===== src/rtl/kdx_pkg.sv =====
// Shared types, character codes and base decoding for the k-mer stream extractor.
// No dependencies; imported by every rtl module of the block.
package kdx_pkg;

	localparam int LEN_W  = 6;   // word_length register width
	localparam int KMER_W = 64;  // kmer_word field width
	localparam int IDX_W  = 48;  // word_index field width
	localparam int DATA_W = KMER_W + IDX_W;

	localparam logic [7:0] CH_EOF  = 8'h00;
	localparam logic [7:0] CH_NL   = 8'h0a;
	localparam logic [7:0] CH_GT   = 8'h3e;
	localparam logic [7:0] CH_AT   = 8'h40;
	localparam logic [7:0] CH_PLUS = 8'h2b;
	localparam logic [7:0] CH_SPACE = 8'h20;

	localparam logic [1:0] EV_WORD  = 2'd0;
	localparam logic [1:0] EV_START = 2'd1;
	localparam logic [1:0] EV_END   = 2'd2;
	localparam logic [1:0] EV_ERROR = 2'd3;

	localparam logic CFG_WORD_LENGTH = 1'b0;
	localparam logic CFG_CANONIZE    = 1'b1;

	typedef enum logic [3:0] {
		PH_START,
		PH_NAME,
		PH_SEQ,
		PH_PLUS,
		PH_PLUSNL,
		PH_QUAL,
		PH_QEND,
		PH_DONE,
		PH_ERROR
	} phase_t;

	// request from the parser to the k-mer window
	typedef struct packed {
		logic       clear;
		logic       shift;
		logic [1:0] code;
	} win_ctl_t;

	typedef struct packed {
		logic [1:0]        kind;
		logic [IDX_W-1:0]  index;
		logic [KMER_W-1:0] word;
	} res_t;

	// bit 2 set: not a base
	function automatic logic [2:0] base_code(input logic [7:0] b);
		logic [2:0] r;
		r = 3'b100;
		case (b)
			8'h41, 8'h61: r = 3'd0;
			8'h43, 8'h63: r = 3'd1;
			8'h47, 8'h67: r = 3'd2;
			8'h54, 8'h74, 8'h55, 8'h75: r = 3'd3;
			default: r = 3'b100;
		endcase
		return r;
	endfunction

endpackage


===== src/rtl/kdx_parser.sv =====
// FASTA/FASTQ format state machine: decides window updates and event kinds per byte.
// Depends on kdx_pkg.
module kdx_parser import kdx_pkg::*; (
	input  logic       clk,
	input  logic       arst_n,
	input  logic       step,
	input  logic [7:0] text_byte,
	input  logic       win_hit,
	output win_ctl_t   win_ctl,
	output logic       res_valid,
	output logic [1:0] res_kind
);

	phase_t     phase_q, phase_d;
	logic       fastq_q, fastq_d;
	logic [2:0] bc;
	logic       is_base;

	assign bc      = base_code(text_byte);
	assign is_base = ~bc[2];

	always_ff @(posedge clk or negedge arst_n) begin
		if (!arst_n) begin
			phase_q <= PH_START;
			fastq_q <= 1'b0;
		end else if (step) begin
			phase_q <= phase_d;
			fastq_q <= fastq_d;
		end
	end

	// next state
	always_comb begin
		phase_d = phase_q;
		fastq_d = fastq_q;
		unique case (phase_q)
			PH_START: begin
				if (text_byte == CH_EOF) phase_d = PH_DONE;
				else if (text_byte == CH_GT) begin
					phase_d = PH_NAME;
					fastq_d = 1'b0;
				end else if (text_byte == CH_AT) begin
					phase_d = PH_NAME;
					fastq_d = 1'b1;
				end else phase_d = PH_ERROR;
			end
			PH_NAME: begin
				if (text_byte == CH_EOF) phase_d = PH_DONE;
				else if (text_byte == CH_NL) phase_d = PH_SEQ;
			end
			PH_SEQ: begin
				if (text_byte == CH_EOF) phase_d = PH_DONE;
				else if (!fastq_q && text_byte == CH_GT) phase_d = PH_NAME;
				else if (fastq_q && text_byte == CH_NL) phase_d = PH_PLUS;
			end
			PH_PLUS: phase_d = (text_byte == CH_PLUS) ? PH_PLUSNL : PH_ERROR;
			PH_PLUSNL: phase_d = (text_byte == CH_NL) ? PH_QUAL : PH_ERROR;
			PH_QUAL: begin
				if (text_byte == CH_EOF) phase_d = PH_DONE;
				else if (text_byte == CH_NL) phase_d = PH_QEND;
			end
			PH_QEND: begin
				if (text_byte == CH_EOF) phase_d = PH_DONE;
				else if (text_byte == CH_AT) phase_d = PH_NAME;
				else phase_d = PH_ERROR;
			end
			PH_DONE, PH_ERROR: phase_d = phase_q;
			default: phase_d = phase_q;
		endcase
	end

	// outputs
	always_comb begin
		win_ctl.clear = 1'b0;
		win_ctl.shift = 1'b0;
		win_ctl.code  = bc[1:0];
		res_valid     = 1'b0;
		res_kind      = EV_WORD;
		unique case (phase_q)
			PH_START: begin
				if (text_byte != CH_EOF && text_byte != CH_GT && text_byte != CH_AT) begin
					res_valid = 1'b1;
					res_kind  = EV_ERROR;
				end
			end
			PH_NAME: begin
				if (text_byte == CH_NL) begin
					win_ctl.clear = 1'b1;
					res_valid     = 1'b1;
					res_kind      = EV_START;
				end
			end
			PH_SEQ: begin
				if (text_byte == CH_EOF || (!fastq_q && text_byte == CH_GT)
						|| (fastq_q && text_byte == CH_NL)) begin
					res_valid = 1'b1;
					res_kind  = EV_END;
				end else if (is_base) begin
					win_ctl.shift = 1'b1;
					res_valid     = win_hit;
					res_kind      = EV_WORD;
				end else if (text_byte >= CH_SPACE) begin
					win_ctl.clear = 1'b1;
				end
			end
			PH_PLUS: begin
				if (text_byte != CH_PLUS) begin
					res_valid = 1'b1;
					res_kind  = EV_ERROR;
				end
			end
			PH_PLUSNL: begin
				if (text_byte != CH_NL) begin
					res_valid = 1'b1;
					res_kind  = EV_ERROR;
				end
			end
			PH_QEND: begin
				if (text_byte != CH_EOF && text_byte != CH_AT) begin
					res_valid = 1'b1;
					res_kind  = EV_ERROR;
				end
			end
			PH_QUAL, PH_DONE, PH_ERROR: res_valid = 1'b0;
			default: res_valid = 1'b0;
		endcase
	end

endmodule


===== src/rtl/kdx_window.sv =====
// K-mer window: forward and reverse-complement words, fill count and word counter.
// Depends on kdx_pkg.
module kdx_window import kdx_pkg::*; #(
	parameter int MAX_WORD_LENGTH = 32
) (
	input  logic              clk,
	input  logic              arst_n,
	input  logic              step,
	input  win_ctl_t          ctl,
	input  logic [LEN_W-1:0]  word_length,
	input  logic              canonize,
	output logic              hit,
	output logic [KMER_W-1:0] kmer,
	output logic [IDX_W-1:0]  count
);

	localparam int KW = 2 * MAX_WORD_LENGTH;

	logic [KW-1:0]    fwd_q, rev_q, fwd_d, rev_d, mask, rev_ins, sel;
	logic [KW+1:0]    fwd_cat;
	logic [LEN_W-1:0] fill_q, fill_d, k_eff;
	logic [LEN_W:0]   fill_inc, shamt;
	logic [1:0]       code_c;
	logic [IDX_W-1:0] count_q;

	always_comb begin
		if (word_length == '0) k_eff = LEN_W'(1);
		else if (word_length > LEN_W'(MAX_WORD_LENGTH)) k_eff = LEN_W'(MAX_WORD_LENGTH);
		else k_eff = word_length;
	end

	assign mask    = ~({KW{1'b1}} << {k_eff, 1'b0});
	assign fwd_cat = {fwd_q, ctl.code};
	assign fwd_d   = fwd_cat[KW-1:0] & mask;

	// complement base lands at the top of the k-base window
	assign code_c  = ~ctl.code;
	assign shamt   = {k_eff - LEN_W'(1), 1'b0};
	assign rev_ins = KW'(code_c) << shamt;
	assign rev_d   = canonize ? ((rev_q >> 2) | rev_ins) : rev_q;

	assign fill_inc = {1'b0, fill_q} + (LEN_W+1)'(1);
	assign fill_d   = (fill_inc > {1'b0, k_eff}) ? k_eff : fill_inc[LEN_W-1:0];
	assign hit      = (fill_d == k_eff);

	assign sel   = (!canonize || fwd_d < rev_d) ? fwd_d : rev_d;
	assign kmer  = KMER_W'(sel);
	assign count = count_q;

	always_ff @(posedge clk or negedge arst_n) begin
		if (!arst_n) begin
			fwd_q   <= '0;
			rev_q   <= '0;
			fill_q  <= '0;
			count_q <= '0;
		end else if (step) begin
			if (ctl.clear) begin
				fwd_q  <= '0;
				rev_q  <= '0;
				fill_q <= '0;
			end else if (ctl.shift) begin
				fwd_q  <= fwd_d;
				rev_q  <= rev_d;
				fill_q <= fill_d;
				if (hit) count_q <= count_q + IDX_W'(1);
			end
		end
	end

endmodule


===== src/rtl/kdx_out_buf.sv =====
// Two-entry result buffer (output register plus skid) on the master stream side.
// Depends on kdx_pkg.
module kdx_out_buf import kdx_pkg::*; (
	input  logic clk,
	input  logic arst_n,
	input  logic push,
	input  res_t res,
	output logic space,
	output logic out_valid,
	input  logic out_ready,
	output res_t out_res
);

	logic main_valid_q, skid_valid_q, take;
	res_t main_q, skid_q;

	assign take      = main_valid_q & out_ready;
	assign space     = ~skid_valid_q;
	assign out_valid = main_valid_q;
	assign out_res   = main_q;

	always_ff @(posedge clk or negedge arst_n) begin
		if (!arst_n) begin
			main_valid_q <= 1'b0;
			skid_valid_q <= 1'b0;
		end else if (take) begin
			if (skid_valid_q) skid_valid_q <= 1'b0;
			else main_valid_q <= push;
		end else if (push) begin
			if (main_valid_q) skid_valid_q <= 1'b1;
			else main_valid_q <= 1'b1;
		end
	end

	always_ff @(posedge clk) begin
		if (take) begin
			if (skid_valid_q) main_q <= skid_q;
			else if (push) main_q <= res;
		end else if (push) begin
			if (main_valid_q) skid_q <= res;
			else main_q <= res;
		end
	end

endmodule


===== src/rtl/dna_kmer_stream_extractor_top.sv =====
// Top level of the k-mer stream extractor: config registers, parser, window, result buffer.
// Depends on kdx_pkg, kdx_parser, kdx_window and kdx_out_buf.
//
// Usage:
//   s_axis carries one text byte per request of a FASTA or FASTQ stream; a 0 byte ends input.
//   m_axis carries at most one event per byte: k-mer word, sequence start, sequence end or
//   format error (tuser). tdata holds the k-mer and the running word index.
//   cfg writes word_length (index 0) and canonize (index 1); cfg_ready is always high.
//   Write configuration only while the block is idle.
// Timing:
//   One byte is taken every cycle while the skid entry is free, limited by the single
//   byte-wide parse step. Each byte is decoded and the window updated in the cycle it is
//   accepted; its event is registered into the output register or the skid entry behind it.
// Stall:
//   A skid entry behind the output register absorbs one more event; s_axis_tready drops
//   only while both are full, so no event is lost or repeated.
// Reset:
//   arst_n clears parse state, window, word counter and buffer; word_length returns to 16
//   and canonize to 0. The block is ready right after reset.
module dna_kmer_stream_extractor_top import kdx_pkg::*; #(
	parameter int MAX_WORD_LENGTH = 32
) (
	input  logic              clk,
	input  logic              arst_n,
	input  logic              s_axis_tvalid,
	output logic              s_axis_tready,
	input  logic [7:0]        s_axis_tdata,   // [7:0] text_byte
	output logic              m_axis_tvalid,
	input  logic              m_axis_tready,
	output logic [DATA_W-1:0] m_axis_tdata,   // [63:0] kmer_word, [111:64] word_index
	output logic [1:0]        m_axis_tuser,   // [1:0] event_kind
	input  logic              cfg_valid,
	output logic              cfg_ready,
	input  logic              cfg_index,
	input  logic [LEN_W-1:0]  cfg_data
);

	logic [LEN_W-1:0]  word_length_q;
	logic              canonize_q;
	logic              step, space, win_hit, res_valid;
	logic [1:0]        res_kind;
	logic [KMER_W-1:0] win_kmer;
	logic [IDX_W-1:0]  win_count;
	win_ctl_t          win_ctl;
	res_t              res, out_res;

	assign cfg_ready     = 1'b1;
	assign s_axis_tready = space;
	assign step          = s_axis_tvalid & space;

	always_ff @(posedge clk or negedge arst_n) begin
		if (!arst_n) begin
			word_length_q <= LEN_W'(16);
			canonize_q    <= 1'b0;
		end else if (cfg_valid) begin
			unique case (cfg_index)
				CFG_WORD_LENGTH: word_length_q <= cfg_data;
				CFG_CANONIZE:    canonize_q    <= cfg_data[0];
				default:         canonize_q    <= canonize_q;
			endcase
		end
	end

	kdx_parser u_parser (
		.clk       (clk),
		.arst_n    (arst_n),
		.step      (step),
		.text_byte (s_axis_tdata),
		.win_hit   (win_hit),
		.win_ctl   (win_ctl),
		.res_valid (res_valid),
		.res_kind  (res_kind)
	);

	kdx_window #(
		.MAX_WORD_LENGTH (MAX_WORD_LENGTH)
	) u_window (
		.clk         (clk),
		.arst_n      (arst_n),
		.step        (step),
		.ctl         (win_ctl),
		.word_length (word_length_q),
		.canonize    (canonize_q),
		.hit         (win_hit),
		.kmer        (win_kmer),
		.count       (win_count)
	);

	assign res.kind  = res_kind;
	assign res.index = win_count;
	assign res.word  = (res_kind == EV_WORD) ? win_kmer : '0;

	kdx_out_buf u_out_buf (
		.clk       (clk),
		.arst_n    (arst_n),
		.push      (step & res_valid),
		.res       (res),
		.space     (space),
		.out_valid (m_axis_tvalid),
		.out_ready (m_axis_tready),
		.out_res   (out_res)
	);

	assign m_axis_tdata = {out_res.index, out_res.word};
	assign m_axis_tuser = out_res.kind;

endmodule


===== config.mk =====
export PLATFORM = sky130hd
export DESIGN_NAME = dna_kmer_stream_extractor_top
export DESIGN_NICKNAME = d
export VERILOG_FILES = /design/src/rtl/kdx_pkg.sv /design/src/rtl/kdx_parser.sv /design/src/rtl/kdx_window.sv /design/src/rtl/kdx_out_buf.sv /design/src/rtl/dna_kmer_stream_extractor_top.sv
export SDC_FILE = /design/constraint.sdc
export NUM_CORES = 1
export LEC_CHECK = 0
export ABC_AREA = 0
export BUFFER_PORTS_ARGS = -buffer_cell sky130_fd_sc_hd__buf_4
export CORE_MARGIN = 2
export CORE_UTILIZATION = 50
export CTS_BUF_LIST = sky130_fd_sc_hd__clkbuf_16
export CTS_CLUSTER_DIAMETER = 30
export DETAILED_ROUTE_END_ITERATION = 6
export PLACE_DENSITY_LB_ADDON = 0.08
export SKIP_LAST_GASP = 1
export SLEW_MARGIN = 40
export SYNTH_ARGS = -nofsm -noshare
export SYNTH_HDL_FRONTEND = slang
export SYNTH_HIERARCHICAL = 1
export SYNTH_SLANG_ARGS = --single-unit
export TNS_END_PERCENT = 5

===== constraint.sdc =====
create_clock -name clk -period 11 [get_ports clk]
set_input_delay 2.2 -clock clk [delete_from_list [all_inputs] [get_ports clk]]
set_output_delay 2.2 -clock clk [all_outputs]
set_load 0.1 [all_outputs]

* Word-level counts from Yosys, hierarchy flattened
Cells that the tools add are included.
** Storage, ports and cells
- Word-level logic and storage cells :: 163
- Memory bits (writable) :: 0
- Bits in latches :: 0
- Register bits after elaboration :: 422
- Output and inout port bits :: 117
- Input bits :: 20
- ROM bits :: 0
- Memories :: 0
** Operators by class
- Equal/unequal tests :: 30
- Reductions and logical operators :: 35
- $mul :: 0
- Add/sub/neg operators :: 3
- Magnitude comparators :: 4
- Shift-type cells :: 2
- Bitwise operators :: 12
- Muxes and demuxes :: 61
- Div/mod/pow operators :: 0
** Operators with widths (number)
- two-way mux 114 bit :: 5
- two-way mux 64 bit :: 5
- two-way mux 62 bit :: 2
- == test 8 x 7 -> 1 bit (second input constant) :: 11
- AND 64 bit :: 1
- < comparator 64 bit :: 1
- inverter 64 bit :: 1
- OR 62 x 64 -> 64 bit :: 1
- << shifter 2 x 7 -> 64 bit :: 1
- << shifter 64 x 7 -> 64 bit (first input constant) :: 1
- two-way mux 4 bit :: 13
- adder 48 x 1 -> 48 bit (second input constant) :: 1
- two-way mux 6 bit :: 5
- case mux 4 bit (7 select lines) :: 1
- two-way mux 1 bit :: 20
- == test 8 x 6 -> 1 bit (second input constant) :: 2
- inequality test 8 x 6 -> 1 bit (second input constant) :: 2
- == test 4 x 3 -> 1 bit (second input constant) :: 3
- two-way mux 2 bit :: 6
- case mux 2 bit (6 select lines) :: 1
- case mux 3 bit (4 select lines) :: 1
- AND reduction 2 bit :: 5
- nonzero test 2 bit :: 5
- == test 4 x 2 -> 1 bit (second input constant) :: 2
- 32 further kinds :: 51

* Logic depth before layout (Yosys ltp)
- Depth in word-level cells :: 14
- Gate-level depth with buffers :: 26
- Mapped depth without buffers :: 22

* By module
The synthesis kept the hierarchy.
** By module, submodules not included
- kdx_window :: area an instance 11459.7 um2, seq. area each 4504.3 um2, times used 1, cells an instance 1369
- kdx_out_buf :: area an instance 8572.0 um2, seq. area each 6896.6 um2, times used 1, cells an instance 367
- kdx_parser :: area an instance 799.5 um2, seq. area each 125.1 um2, times used 1, cells an instance 103
- dna_kmer_stream_extractor_top :: area an instance 772.0 um2, seq. area each 176.4 um2, times used 1, cells an instance 92

* Least setup slack after synthesis
OpenSTA, ideal clock, no wires.
- Kind :: in2reg
- Start point :: input s_axis_tdata[1]
- End point :: register u_out_buf.main_q (netlist bit u_out_buf/out_res[0]) (enable)
- Required time :: 10.375 ns
- Library setup time :: 0.625 ns
- Buffers on the path :: 1
- Arrival time :: 9.054 ns
- Slack :: 1.321 ns
- Stages :: 9
- Cell sequence :: buf_4 -> nor4bb_4 -> a22oi_1 -> a22oi_1 -> o211ai_1 -> a211o_1 -> and3_1 -> a21oi_1 -> a21oi_1
** On the way
- Word-level cells in the longest chain between the ends :: 9
- Elaborated cells on any way between the ends :: 42
- Those cells by class :: eq/ne (16); mux (9); bitwise (1); reduce/logical (16)
** Ends and longest elaborated chain
- start, declared :: line dna_kmer_stream_extractor_top.sv:27 : input logic [7:0] s_axis_tdata,
- == test 8 x 7 -> 1 bit or == test 8 x 6 -> 1 bit (tied branches) :: line kdx_pkg.sv:54, kdx_parser.sv:94
- OR reduction 4 bit (tied with other cells) :: line kdx_pkg.sv:54 : case (b)
- case mux 3 bit (4 select lines) or logical OR 1 bit (tied branches) :: line kdx_pkg.sv:54, kdx_parser.sv:94
- two-way mux 1 bit or logical OR 1 bit (tied branches) :: line kdx_parser.sv:98, kdx_parser.sv:95
- two-way mux 1 bit :: line kdx_parser.sv:94 : if (text_byte == CH_EOF || (!fastq_q && text_byte == CH_GT)
- case mux 1 bit (6 select lines) * :: line kdx_parser.sv:79 : unique case (phase_q)
- net res_valid :: line dna_kmer_stream_extractor_top.sv:40 : logic step, space, win_hit, res_valid;
- AND 1 bit * :: line dna_kmer_stream_extractor_top.sv:96 : .push (step & res_valid),
- nonzero test 2 bit (no source line)
- AND reduction 3 bit (no source line) *
- end signal, assigned :: line kdx_out_buf.sv:37 : if (skid_valid_q) main_q <= skid_q;
- end signal, assigned :: line kdx_out_buf.sv:38 : else if (push) main_q <= res;
- end signal, assigned :: line kdx_out_buf.sv:41 : else main_q <= res;
- end, declared :: line kdx_out_buf.sv:15 : res_t main_q, skid_q;
The timed path passes the listed nets; every way through them passes the cells marked *.
A chain may end at the register's enable or synchronous reset.

==> impl_metrics.toml <==
[status]
status = "complete, no violations"

[power]
power.density_nw_per_um2 = 201
p_leak_nw = 11.7
peakVddDrop_v = 0.000114
finalPower_mw = 5.30

[cts]
cts_tree = "built"
clock_path_buffers = 3
insertion_delay_ns = 0.64
clkTransAtPathRegs_ns = 0.05
cts_buffers = 94
hold_buffers = 0
cts_setup_buffers = 0
root_buffer = "clkbuf_16"
htreeDepth = 3
cts-resized-gates = 0
cts_sinks = 422

[worst_setup_path]
path_common_cell = "ha_1"
path_max_fanout = 28
max_stage_delay_ns = 0.67
cp_data_arrival_time_ns = 8.17
crit_type = "reg2reg"
path_cells = "or4_4 -> a21oi_4 -> inv_4 -> ha_1 -> inv_1 -> ha_1 -> nor2_1 -> and3_1 -> a21oi_1 -> nand2_1 -> o21ai_0 -> ha_1 -> nand2_1 -> nor4_1 -> o21ai_0 -> o2111a_1 -> o211ai_1 -> a211oi_1 -> nor2_4 -> buf_4 -> mux2i_1 -> and2_1 -> mux2_2"
end_kind = "flop"
slowest_stage = "nor4_1"
critPathTopFamily = "simple AND/OR/NAND/NOR gates"
worstPathRequired_ns = 11.37
setup.worst_path.start_class = "flop"
crit_buf_inv = 3

[routing]
drc = 0
viasPerCell = 5.61
drt_wl_total_um = 54300
dr.pass1.iters = 6
num_vias = 15500
antenna_left = 0
wire_per_inst_um = 19.7
drt_iter0_markers = 1215

[yosys]
avgSynthCellArea_um2 = 11.2
syn_nets = 2025
synthCells = 1931
syn_area_um2 = 21600
synth_seq_area_share_pct = 54.2
synthFlopType = "edfxtp_1"
yosysUniqueCellTypes = 89
yosys_warnings = 6
synth-edff-count = 228
ys_seq_elements = 422
async_reset_ff_share_pct = 46.0

[floorplanning]
die_x_um = 212
die_h_um = 212
dieArea_um2 = 44900
rows = 76
core_um2 = 42900
start_util_pct = 50.4
boundaryPins = 137

[finish]
area_growth_pct = 22.1
nFillCells = 3416
drive_gt1_share_pct = 22.8
nets = 2182
num_antenna_cells = 0

[sta]
setup_tns_ns = 0
rsz0062_at_grt = "false"
fmax_mhz = 128
hold_viol = 0
worstMarginPinSlew_ns = 0.899
min_period_ns = 7.80
hold-worst-slack_ns = 0.469
skew_ns = 0.0277
relSlewSlack_pct = 39.3
setup_viol = 0
drv_slew = 0
fin_crit_sh_pct = 70.9

[grt]
grt_pass1_wl_um = 85900
use_met1_pct = 32.8
grtUsageTotal_pct = 24.6
grt_overflow = 0
grt_max_degree = 127
grt_busiest_layer = "met2"
antenna_found_initial = 1
use_met3_pct = 4.75
grt_pass1_vias = 15300
met2_usage_pct = 39.7

[run]
drv_cap = 0

[placement]
portBuffers = 135
place.gp.congestion = 0.873
dpl.hpwl_um = 34800

[hold_path]
hp-class = "reg2reg"
-- state kept, by name, summed over array words and instances (netlist names) --
register,cells
u_window/count,48
u_window/rev_q,64
u_parser/fastq_q,1
u_window/fill_q,6
u_out_buf/skid_q,114
word_length_q,6
u_parser/phase_q,4
u_window/fwd_q,62
u_out_buf/out_valid,1
u_out_buf/skid_valid_q,1
u_out_buf/out_res,114
canonize_q,1
-- cell type report --
cell class / instances / area, µm² / share of cell area [%]
Clock buffer: 95 / 2380 / 9.01
Clock inverter: 83 / 855 / 3.24
Inverter: 91 / 344 / 1.30
Multi-Input combinational cell: 1318 / 9090 / 34.5
Sequential cell: 422 / 11700 / 44.4
Tap cell: 585 / 732 / 2.78
Timing Repair Buffer: 161 / 1270 / 4.82
-- cell usage in the layout, fill, tap and decap left out, types with 10 or more instances in the layout --
cell type     n
buf_4       151
mux2_4       66
inv_1       103
dfrtp_1     192
bufinv_16    10
xnor2_1      20
xor2_1       33
mux2i_1      67
clkinv_1     11
clkbuf_16    95
clkinv_2     13
ha_1         74
a21o_1       11
nor3_1       29
o21ai_0     232
clkinvlp_4   10
nor2_1       53
and3_1       11
nand3_1      33
mux2_2       59
a21oi_1      81
and2_1       76
nand2_1     299
edfxtp_1    228
inv_6        11
nand4_1      19
-- metal layers --
| layer | wire, µm | share of wire [%] | vias up |
|---|---|---|---|
| met5 | 9 | 0.017 | - |
| met4 | 1590 | 2.9 | 2 |
| met3 | 2910 | 5.4 | 110 |
| met2 | 25700 | 47 | 483 |
| met1 | 24200 | 44 | 7620 |
| li1 | - | - | 7253 |
-- power breakdown --
group          internal (mW)  total [mW]  leakage [nW]  switching, mW
sequential              1.72        1.76          4.75         0.0394
clock                   1.83        2.79          1.60          0.963
combinational          0.171       0.751          5.32          0.580
-- cell usage after synthesis (4+ instances only) --
cell type	number	area [µm²]
o21ai_0	233	1170
and4_1	7	61.3
edfxtp_1	228	6850
nor3_1	31	155
buf_2	6	30.0
nand2_1	299	1120
inv_1	89	334
mux2_2	59	664
and3_1	12	75.1
nor4_1	12	75.1
nor3_2	6	60.1
ha_1	74	926
nand3_1	33	165
mux2i_1	67	671
o21a_1	6	45.0
a21oi_1	83	415
mux2_4	66	991
or2_2	6	37.5
a31oi_1	4	25.0
buf_1	7	26.3
a21o_1	11	82.6
dfrtp_1	193	4830
xnor2_1	20	175
buf_6	19	214
a41oi_1	5	43.8
nand4_1	19	119
nor2_1	53	199
clkbuf_2	6	30.0
o211ai_1	4	30.0
nor2b_1	8	50.1
nand2b_1	9	56.3
a22o_1	4	35.0
a211oi_1	6	45.0
nor3b_1	4	30.0
clkbuf_1	57	214
xor2_1	33	289
and2_1	75	469
-- worst paths after layout --
path,from,end,slack (ns),cells past startpoint
max,word_length_q[1]$_DFFE_PN0P_,u_out_buf/out_res[39]$_DFFE_PP_,3.20,23
min,u_window/fwd_q[60]$_DFFE_PN0P_,u_window/fwd_q[60]$_DFFE_PN0P_,0.47,2
max reg2reg,word_length_q[1]$_DFFE_PN0P_,u_out_buf/out_res[39]$_DFFE_PP_,3.20,23
min reg2reg,u_window/fwd_q[60]$_DFFE_PN0P_,u_window/fwd_q[60]$_DFFE_PN0P_,0.47,2
max in group asynchronous,arst_n,u_window/rev_q[36]$_DFFE_PN0P_,8.30,2
min in group asynchronous,arst_n,u_window/fwd_q[46]$_DFFE_PN0P_,1.57,1
-- worst reg2reg max path, delay by kind of cell (launching register included) --
family | cells | cell delay [ns]
AND/OR/NAND/NOR | 8 | 3.14
AO/OA/AOI/OAI | 7 | 1.57
adder cells (fa/ha/maj) | 3 | 1.00
buffers and inverters | 3 | 0.80
flip-flops | 1 | 0.57
multiplexers | 2 | 0.47
-- cells by family after synthesis --
| group | share of synthesized area [%] |
|---|---|
| compound gates | 10.5 |
| other cells | 0.0174 |
| mux | 10.8 |
| fa+ha+maj | 4.29 |
| simple gates | 13.8 |
| buf+inv | 4.20 |
| flops | 54.2 |
| xor+xnor | 2.22 |
-- metrics by stage --
step / instances / setup WS [ns] / util (%) / cell area [µm²]
detailed placement: 2577 / 2.97 / 53.9 / 23100
floorplan: 1931 / 1.32 / - / 21600
finish: 2755 / 3.20 / 61.5 / 26400
global route: 2755 / 2.92 / 61.5 / 26400
global placement: 2575 / 2.34 / 53.7 / 23000
CTS: 2755 / 3.36 / 61.5 / 26400
Power figures use the tool's default switching activity.
